**src/kfts_pkg.sv**
```systemverilog
package kfts_pkg;

  // Sequencer micro-operations executed by the shared datapath.
  typedef enum logic [3:0] {
    OP_MULDT  = 4'd0,  // acc = round(a * dt / 2^8)
    OP_MULF   = 4'd1,  // acc = round(a * b / 2^FRAC)
    OP_ADD    = 4'd2,  // acc = sat(a + b)
    OP_SUB    = 4'd3,  // acc = sat(a - b)
    OP_DIV    = 4'd4,  // acc = round(a * 2^FRAC / b)
    OP_MOVE   = 4'd5   // acc = a
  } op_t;

  // Register file slots of the sequencer.
  typedef enum logic [4:0] {
    R_X0 = 5'd0, R_X1 = 5'd1, R_P0 = 5'd2, R_P1 = 5'd3, R_P2 = 5'd4, R_P3 = 5'd5,
    R_Q = 5'd6, R_RN = 5'd7, R_Z = 5'd8, R_X0P = 5'd9, R_AP00 = 5'd10,
    R_AP01 = 5'd11, R_M00 = 5'd12, R_M10 = 5'd13, R_M11 = 5'd14, R_S = 5'd15,
    R_K0 = 5'd16, R_K1 = 5'd17, R_Y = 5'd18, R_T = 5'd19, R_ZERO = 5'd20
  } reg_t;

  localparam int NUM_REGS = 21;

  typedef struct packed {
    op_t  op;
    reg_t src_a;
    reg_t src_b;
    reg_t dst;
  } uop_t;

  localparam int NUM_UOPS = 27;

  // Program: prediction, gain, update. Gain divisions are skipped if S <= 0 (K stays 0).
  function automatic uop_t prog(input logic [4:0] pc);
    uop_t u;
    u = '{OP_MOVE, R_ZERO, R_ZERO, R_T};
    case (pc)
      5'd0:  u = '{OP_MULDT, R_X1, R_ZERO, R_T};
      5'd1:  u = '{OP_ADD, R_X0, R_T, R_X0P};
      5'd2:  u = '{OP_MULDT, R_P2, R_ZERO, R_T};
      5'd3:  u = '{OP_ADD, R_P0, R_T, R_AP00};
      5'd4:  u = '{OP_MULDT, R_P3, R_ZERO, R_T};
      5'd5:  u = '{OP_ADD, R_P1, R_T, R_AP01};
      5'd6:  u = '{OP_ADD, R_P2, R_T, R_M10};
      5'd7:  u = '{OP_MULDT, R_AP01, R_ZERO, R_T};
      5'd8:  u = '{OP_ADD, R_AP00, R_T, R_T};
      5'd9:  u = '{OP_ADD, R_T, R_Q, R_M00};
      5'd10: u = '{OP_ADD, R_P3, R_Q, R_M11};
      5'd11: u = '{OP_ADD, R_M00, R_RN, R_S};
      5'd12: u = '{OP_MOVE, R_ZERO, R_ZERO, R_K0};
      5'd13: u = '{OP_MOVE, R_ZERO, R_ZERO, R_K1};
      5'd14: u = '{OP_DIV, R_M00, R_S, R_K0};
      5'd15: u = '{OP_DIV, R_M10, R_S, R_K1};
      5'd16: u = '{OP_SUB, R_Z, R_X0P, R_Y};
      5'd17: u = '{OP_MULF, R_K0, R_Y, R_T};
      5'd18: u = '{OP_ADD, R_X0P, R_T, R_X0};
      5'd19: u = '{OP_MULF, R_K1, R_Y, R_T};
      5'd20: u = '{OP_ADD, R_X1, R_T, R_X1};
      5'd21: u = '{OP_MULF, R_K0, R_AP01, R_T};
      5'd22: u = '{OP_SUB, R_AP01, R_T, R_P1};
      5'd23: u = '{OP_MULF, R_K1, R_AP01, R_T};
      5'd24: u = '{OP_SUB, R_M11, R_T, R_P3};
      5'd25: u = '{OP_MULF, R_K1, R_M00, R_T};
      5'd26: u = '{OP_SUB, R_M10, R_T, R_P2};
      default: u = '{OP_MOVE, R_ZERO, R_ZERO, R_T};
    endcase
    return u;
  endfunction

  // Final P00 update is appended by the sequencer after the program.
  localparam logic [4:0] PC_DIV_FIRST  = 5'd14;
  localparam logic [4:0] PC_AFTER_DIV  = 5'd16;

  localparam logic [1:0] ADDR_TIME_STEP  = 2'd0;
  localparam logic [1:0] ADDR_PROC_NOISE = 2'd1;
  localparam logic [1:0] ADDR_MEAS_NOISE = 2'd2;
  localparam logic [1:0] ADDR_INIT_COV   = 2'd3;

endpackage

```
**src/kfts_alu.sv**
```systemverilog
// Shared arithmetic unit: one saturating add/sub, one multiplier worked as
// 16x16 partial products summed in turn, and a bit-serial restoring divider.
module kfts_alu import kfts_pkg::*; #(
  parameter int FRAC_BITS   = 16,
  parameter int STATE_WIDTH = 48
) (
  input  logic                          clk,
  input  logic                          rst,
  input  logic                          start,
  input  op_t                           op,
  input  logic signed [STATE_WIDTH-1:0] a,
  input  logic signed [STATE_WIDTH-1:0] b,
  input  logic [15:0]                   dt,
  output logic                          done,
  output logic signed [STATE_WIDTH-1:0] result
);

  localparam int W    = STATE_WIDTH;
  localparam int NCH  = (W + 15) / 16;
  localparam int MW   = NCH * 16;
  localparam int PW   = 2 * MW + 2;
  localparam int DW   = W + FRAC_BITS + 1;
  localparam int CW   = $clog2(DW + 1) + 1;
  localparam logic [W-1:0] SMAX = {1'b0, {(W-1){1'b1}}};
  localparam logic [W-1:0] SMIN = {1'b1, {(W-1){1'b0}}};

  typedef enum logic [3:0] {
    S_IDLE = 4'b0001, S_MUL = 4'b0010, S_DIV = 4'b0100, S_FIN = 4'b1000
  } st_t;

  st_t           st;
  op_t           op_r;
  logic          neg;
  logic [MW-1:0] ma, mb;
  logic [PW-1:0] prod;
  logic [CW-1:0] cnt;
  logic [$clog2(NCH+1)-1:0] ia, ib;
  logic [DW-1:0] num;
  logic [W:0]    rem;
  logic [DW-1:0] quo;
  logic [W-1:0]  dvs;

  logic [W:0]    sum_ext;
  logic [W-1:0]  sum_sat;
  logic [W:0]    mag_a, mag_b;
  logic [15:0]   chunk_a, chunk_b;
  logic [31:0]   pp;
  logic [PW-1:0] pp_sh;
  logic [W:0]    rem_sh;
  logic [PW-1:0] rnd_prod;
  logic [PW-1:0] shifted;
  logic [W:0]    limit;
  logic [W-1:0]  mag_fin;
  logic [W-1:0]  fin;

  assign mag_a = a[W-1] ? -{a[W-1], a} : {1'b0, a};
  assign mag_b = b[W-1] ? -{b[W-1], b} : {1'b0, b};

  // Combinational saturating add or subtract.
  always_comb begin
    if (op == OP_SUB) sum_ext = {a[W-1], a} - {b[W-1], b};
    else sum_ext = {a[W-1], a} + {b[W-1], b};
    if (sum_ext[W] != sum_ext[W-1]) sum_sat = sum_ext[W] ? SMIN : SMAX;
    else sum_sat = sum_ext[W-1:0];
  end

  assign chunk_a = ma[ia[$clog2(NCH)-1:0]*16 +: 16];
  assign chunk_b = mb[ib[$clog2(NCH)-1:0]*16 +: 16];
  assign pp      = chunk_a * chunk_b;
  assign pp_sh   = PW'(pp) << ((32'(ia) + 32'(ib)) * 16);
  assign rem_sh  = {rem[W-1:0], num[DW-1]};

  // Rounding shift and saturation of the product magnitude.
  always_comb begin
    if (op_r == OP_MULDT) begin
      rnd_prod = prod + (PW'(1) << 7);
      shifted  = rnd_prod >> 8;
    end else begin
      rnd_prod = prod + (PW'(1) << (FRAC_BITS - 1));
      shifted  = rnd_prod >> FRAC_BITS;
    end
    limit = neg ? {1'b0, SMIN} : {1'b0, SMAX};
    if (op_r == OP_DIV) begin
      if ((DW > W + 1 && |(quo >> (W + 1))) || ({1'b0, quo[W:0]} > {1'b0, limit}))
        mag_fin = limit[W-1:0];
      else mag_fin = quo[W-1:0];
    end else begin
      if (|(shifted >> (W + 1)) || (shifted[W:0] > limit)) mag_fin = limit[W-1:0];
      else mag_fin = shifted[W-1:0];
    end
    fin = neg ? -mag_fin : mag_fin;
  end

  // Sequencing of the multi-cycle operations.
  always_ff @(posedge clk) begin
    if (rst) begin
      st   <= S_IDLE;
      done <= 1'b0;
    end else begin
      done <= 1'b0;
      case (st)
        S_IDLE: begin
          if (start) begin
            op_r <= op;
            if (op == OP_ADD || op == OP_SUB) begin
              result <= sum_sat;
              done   <= 1'b1;
            end else if (op == OP_MOVE) begin
              result <= a;
              done   <= 1'b1;
            end else if (op == OP_DIV) begin
              neg <= a[W-1];
              num <= (DW'(mag_a) << FRAC_BITS) + DW'(b[W-1:1]);
              dvs <= b;
              rem <= '0;
              quo <= '0;
              cnt <= '0;
              st  <= S_DIV;
            end else begin
              neg  <= (op == OP_MULDT) ? a[W-1] : (a[W-1] ^ b[W-1]);
              ma   <= MW'(mag_a);
              mb   <= (op == OP_MULDT) ? MW'(dt) : MW'(mag_b);
              prod <= '0;
              ia   <= '0;
              ib   <= '0;
              st   <= S_MUL;
            end
          end
        end
        S_MUL: begin
          prod <= prod + pp_sh;
          if (32'(ib) == NCH - 1) begin
            ib <= '0;
            if (32'(ia) == NCH - 1) st <= S_FIN;
            else ia <= ia + 1'b1;
          end else begin
            ib <= ib + 1'b1;
          end
        end
        S_DIV: begin
          num <= num << 1;
          if (rem_sh >= {1'b0, dvs}) begin
            rem <= rem_sh - {1'b0, dvs};
            quo <= {quo[DW-2:0], 1'b1};
          end else begin
            rem <= rem_sh;
            quo <= {quo[DW-2:0], 1'b0};
          end
          cnt <= cnt + 1'b1;
          if (32'(cnt) == DW - 1) st <= S_FIN;
        end
        S_FIN: begin
          result <= fin;
          done   <= 1'b1;
          st     <= S_IDLE;
        end
        default: st <= S_IDLE;
      endcase
    end
  end

endmodule

```
**config.mk**
```make
export PLATFORM = sky130hd
export DESIGN_NAME = kfts_alu
export DESIGN_NICKNAME = d
export VERILOG_FILES = /design/src/kfts_pkg.sv /design/src/kfts_alu.sv
export SDC_FILE = /design/constraint.sdc
export NUM_CORES = 2
export LEC_CHECK = 0
export ABC_AREA = 1
export ABC_CLOCK_PERIOD_IN_PS = 19700
export BUFFER_PORTS_ARGS = -buffer_cell sky130_fd_sc_hd__buf_2
export CORE_UTILIZATION = 57
export CTS_CLUSTER_DIAMETER = 40
export DETAILED_ROUTE_END_ITERATION = 10
export PLACE_DENSITY_LB_ADDON = 0.15
export SLEW_MARGIN = 20
export SYNTH_ARGS = -nofsm -noshare
export SYNTH_HDL_FRONTEND = slang
export SYNTH_SLANG_ARGS = --single-unit
```
**constraint.sdc**
```tcl
create_clock -name clk -period 19.7 [get_ports clk]
set_input_delay 2.955 -clock clk [delete_from_list [all_inputs] [get_ports clk]]
set_output_delay 2.955 -clock clk [all_outputs]
set_load 0.02 [all_outputs]
```
Word level (Yosys, flattened, before mapping)
Cells that the tools add are included.
Word-level totals
  register bits after elaboration: 490
  bits of input ports: 119
  output and inout port bits: 49
Cells by class
  $add $sub $neg: 14
  multiply operators: 1
  magnitude comparators: 3
  equal/unequal tests: 23
  shift-type cells: 3
  multiplexer cells: 66
  bitwise operators: 6
  reductions and logical operators: 20
Operators by type and width (count)
  two-way mux 48 bit: 15
  two-way mux 65 bit: 8
  two-way mux 98 bit: 4
  case mux 65 bit (2 select lines): 2
  case mux 98 bit (2 select lines): 1
  case mux 48 bit (2 select lines): 2
  adder 98 x 16 -> 98 bit, second input constant: 1
  adder 98 x 8 -> 98 bit, second input constant: 1
  adder 98 bit: 1
  > comparator 49 x 48 -> 1 bit: 2
  two-way mux 49 bit: 2
  << shifter 32 x 7 -> 98 bit: 1
  negation 48 bit: 2
  indexed part select 48 x 7 -> 16 bit: 2
  two-way mux 90 bit: 1
  adder 65 x 47 -> 65 bit: 1
  adder 48 x 48 -> 49 bit: 1
  greater-or-equal comparator 49 x 48 -> 1 bit: 1
  negation 49 bit: 1
  OR reduction 49 bit: 1
  subtractor 48 x 48 -> 49 bit: 1
  subtractor 48 bit: 1
  two-way mux 47 bit: 1
  multiplier 16 x 16 -> 32 bit: 1
  34 further kinds: 82

Logic depth before layout (Yosys ltp)
  depth after elaboration: 9
  depth in mapped cells: 60
  depth with buffers taken out: 57

Worst setup path after synthesis
No wires, ideal clock.
  path kind: input to register
  start point: in op[3]
  end point: reg cnt[0], enable pin
  arrival time: 12.591 ns
  slack: 6.314 ns
  stages: 8
  path buffers: 0
  cells stage by stage: nor2_1 nand2_1 o21ai_0 inv_1 a21oi_1 nor2_1 inv_1 a21oi_1
Between the ends
  longest elaborated chain between the ends: 4
  elaborated cells on any way between the ends: 9
  classes of those cells: eq/ne: 7; reduce/logical: 2
Ends and longest elaborated chain
  from (decl): RTL line kfts_alu.sv:10  | input op_t op,
  equality test 4 x 2 -> 1 bit: RTL line kfts_alu.sv:105  | if (op == OP_ADD || op == OP_SUB) begin
  logical OR 1 bit: RTL line kfts_alu.sv:105
  inequality test 2 bit (no line)
  AND reduction 6 bit (no line) *
  to (signal assigned): RTL line kfts_alu.sv:149  | cnt <= cnt + 1'b1;
  to (decl): RTL line kfts_alu.sv:36  | logic [CW-1:0] cnt;
Mark *: on every way between the ends. The rest lies on a longest branch, timed or not.
A chain may end at the register's enable or synchronous reset.

Final worst setup path
  start point: reg ia[0]
  end point: reg prod[96] (data pin)
Between the ends
  longest elaborated chain between the ends: 5
  elaborated cells on any way between the ends: 6
  classes of those cells: add/sub: 2; mul: 1; shift: 2; mux: 1
Ends and longest elaborated chain
  from (decl): RTL line kfts_alu.sv:37  | logic [$clog2(NCH+1)-1:0] ia, ib;
  from (signal assigned): RTL line kfts_alu.sv:135  | else ia <= ia + 1'b1;
  indexed part select 48 x 7 -> 16 bit: RTL line kfts_alu.sv:67  | assign chunk_a = ma[ia[$clog2(NCH)-1:0]*16 +: 16];
  multiplier 16 x 16 -> 32 bit: RTL line kfts_alu.sv:69  | assign pp = chunk_a * chunk_b;
  << shifter 32 x 7 -> 98 bit *: RTL line kfts_alu.sv:70  | assign pp_sh = PW'(pp) << ((32'(ia) + 32'(ib)) * 16);
  adder 98 bit *: RTL line kfts_alu.sv:131  | prod <= prod + pp_sh;
  case mux 98 bit (2 select lines) *: RTL line kfts_alu.sv:101  | case (st)
  to (signal assigned): RTL line kfts_alu.sv:131
  to (decl): RTL line kfts_alu.sv:35  | logic [PW-1:0] prod;
Marks and branches as above.

==> results.sh <==
export IMPL_reg2reg_from="ia[0]"
export IMPL_cts_tree="built"
export IMPL_route_detailed_drc=0
export IMPL_ys_flop_type="edfxtp_1"
export IMPL_cts_hold_buf=0
export IMPL_synth_edf_count=485
export IMPL_synth_xor_area_frac=0.04771
export IMPL_die_area_um2=99500
export IMPL_place_hpwl_um=180000
export IMPL_grt_max_degree=100
export IMPL_die_width_um=315.4
export IMPL_worst_pin_slew_ps=1209
export IMPL_async_flop_share=0
export IMPL_yosysTopAreaCellShare=0.2601
export IMPL_yosys_area_share_simple=0.2621
export IMPL_yosys_warnings=0
export IMPL_crit_required_ps=20200
export IMPL_yosysTopAreaCell="edfxtp_1"
export IMPL_drive_gt1_frac=0.07289
export IMPL_die_h_um=315.4
export IMPL_crit_top_cell="o21ai_0"
export IMPL_startpoint_type="register"
export IMPL_synth_top_cells_by_area="edfxtp_1 (26%), nand2_1 (12%), ha_1 (9.7%)"
export IMPL_critPathMaxFanout=33
export IMPL_htreeDepth=3
export IMPL_grt_pass1_vias=53459
export IMPL_path_clk_slew_ps=60
export IMPL_cts_setup_buffers=0
export IMPL_cap_violations=0
export IMPL_fin_nets=8815
export IMPL_setup_viol=0
export IMPL_start_util=0.5773
export IMPL_rsz0062_at_grt="false"
export IMPL_r2r_cells=49
export IMPL_cts_resized=0
export IMPL_crit_arrival_ps=12280
export IMPL_rows=114
export IMPL_synth_mux_area_frac=0.001788
export IMPL_slowest_delay_ps=820
export IMPL_finalCritPeriodShare=0.5981
export IMPL_antenna_left=0
export IMPL_cp_end_kind="register"
export IMPL_register_area_um2=14660
export IMPL_routabilityCongestion=1.096
export IMPL_reg2reg_to="prod[96]"
export IMPL_core_um2=96990
export IMPL_slew_headroom=0.1853
export IMPL_wl_um=225200
export IMPL_syn_num_nets=8707
export IMPL_drt_iter0_drc=8213
export IMPL_place_port_buffers=167
export IMPL_critical_path_class="reg2reg"
export IMPL_grt_pass1_wl_um=328000
export IMPL_syn_inst=7955
export IMPL_run_status="complete, no violations"
export IMPL_synthAdderAreaFrac=0.1681
export IMPL_grt_antenna_before_repair=20
export IMPL_maxSlewViolCount=0
export IMPL_holdCritStartpoint="num[23]"
export IMPL_hold_viol=0
export IMPL_ys_types=72
export IMPL_ff2ff_setup_slack_ps=7920
export IMPL_clk_path_buf_depth=3
export IMPL_clk_latency_ps=710
export IMPL_vias_per_cell=6.160
export IMPL_cts_buffers=88
export IMPL_multiInputGateArea_um2=35900
export IMPL_wl_per_cell_um=23.91
export IMPL_ios=168
export IMPL_synth_avg_cell_area_um2=7.039
export IMPL_drt_pass1_iterations=7
export IMPL_clockRootBuffer="clkbuf_16"
export IMPL_crit_slowest_cell="o21ai_0"
export IMPL_num_vias=58029
export IMPL_ys_ff_latch=490
export IMPL_synth_compound_area_share=0.1598
export IMPL_skew_ps=51.77
export IMPL_grt_usage=0.4404
export IMPL_area_growth_pct=9.152
export IMPL_setup_tns_ps=0
export IMPL_min_path_type="reg2reg"
export IMPL_worstHoldEndpoint="num[24]"
export IMPL_worstHoldPathCells=2
export IMPL_final_fill_count=8802
export IMPL_cts_sinks=490
export IMPL_min_period_ps=11780
export IMPL_clock_fmax_mhz=84.87
export IMPL_ys_seq_area_frac=0.2619
export IMPL_grt_overflow_total=0
export IMPL_synth_area_um2=56000
export IMPL_synth_top_family_by_area="simple AND/OR/NAND/NOR gates"
-- cell usage in the layout (no fill, tap or decap), types with 12 or more instances in the layout --
cell       count
o22ai_1       42
inv_1       1189
fa_1         199
nand3_2       19
a21boi_0      22
nand4_1      127
nand2_2       44
o21ai_1       60
xor2_1       204
o211ai_1      42
nand2_1     1773
clkbuf_16     88
nor3_1        85
buf_4         71
nor2_2        46
inv_6         20
xnor2_1      101
o21a_1        53
nor4_1        27
a21o_1        14
or2_2         24
ha_1         434
buf_2        167
edfxtp_1     485
clkinv_1      13
o21ai_0      586
a211oi_1      12
a31oi_1      104
nand3_1      324
a21oi_1      649
nor2_1       901
nor2_4        23
inv_2         13
-- kinds of logic (layout without fill, tap and decap cells) --
family,count (synthesis),count (layout)
buf+inv,1429,1610
other cells,0,8
mux,10,10
xor+xnor,305,305
simple gates,3447,3447
fa+ha+maj,633,633
flops,490,490
compound gates,1641,1641
-- registers in the layout (all words and copies together), names as in the netlist --
register / cells
op_r: 4
quo: 65
num: 65
done: 1
st: 4
result: 48
mb: 48
prod: 98
rem: 48
cnt: 8
ma: 48
ib: 2
dvs: 48
ia: 2
neg: 1
-- metrics by stage --
step                      hold WS [ps]  cell area (um2)    util  setup slack, ps  std cells
after floorplan                  494.3            56000       -             6314       7955
after global placement           498.5            58060  0.5986             8319       9248
after detailed placement         509.7            58060  0.5986             7972       9248
after CTS                        525.8            61060  0.6296             7914       9411
after global routing             545.2            61110  0.6301             6977       9417
final                            525.8            61120  0.6302             7918       9420
-- routing by layer --
metal	global-route usage	up-vias	wire length, um
met5	0	-	122
met1	0.5911	27084	88390
li1	-	26622	-
met2	0.6434	3609	93740
met3	0.1364	694	30420
met4	0.2112	20	12530
-- worst max-delay path, delay by kind of cell, from the launching register on --
| kind | cells | cell delay, ps |
|---|---|---|
| and+or+nand+nor | 14 | 1640 |
| buffers and inverters | 6 | 1250 |
| AOI/OAI and AO/OA | 20 | 4400 |
| xor gates and xnor gates | 1 | 160 |
| DFF | 1 | 620 |
| adders and majority gates | 8 | 3490 |
-- how the worst max path moves through the flow --
stage           from  endpoint  slack, ps  cells past startpoint
2_1_floorplan  op[3]    cnt[0]       6310                      8
3_3_place_gp   ib[0]  prod[96]       8320                     45
3_5_place_dp   ib[0]  prod[96]       7970                     46
4_1_cts        ib[0]  prod[96]       7910                     45
5_1_grt        ib[0]  prod[96]       6980                     45
6_report       ia[0]  prod[96]       7920                     49
-- area by class of cell --
cell class	count	area share
well taps	1276	0.02612
clock buffers	93	0.03634
inverters	1208	0.07423
repair buffers	239	0.02285
multi-input cells	6036	0.5874
flip-flops and latches	490	0.2399
clock inverters	70	0.01279
diodes	8	0.0003275
-- synthesized netlist by cell type (all sizes together) (9+ instances only) --
library cell	n
edfxtp	485
nor3	99
mux2i	10
nor2	971
o22ai	43
o21a	53
o21ai	649
nand3b	10
buf	49
or2	26
ha	434
o221ai	9
fa	199
a211oi	12
nand4	127
clkbuf	172
nand3	346
xnor2	101
xor2	204
o211ai	42
a21oi	650
nand2	1822
a21boi	23
nor4	29
inv	1202
a31oi	104
a21o	14
o31ai	10
Power is not shown: default switching activity piles up to over one toggle a cycle in this logic, so the estimate is an artifact.
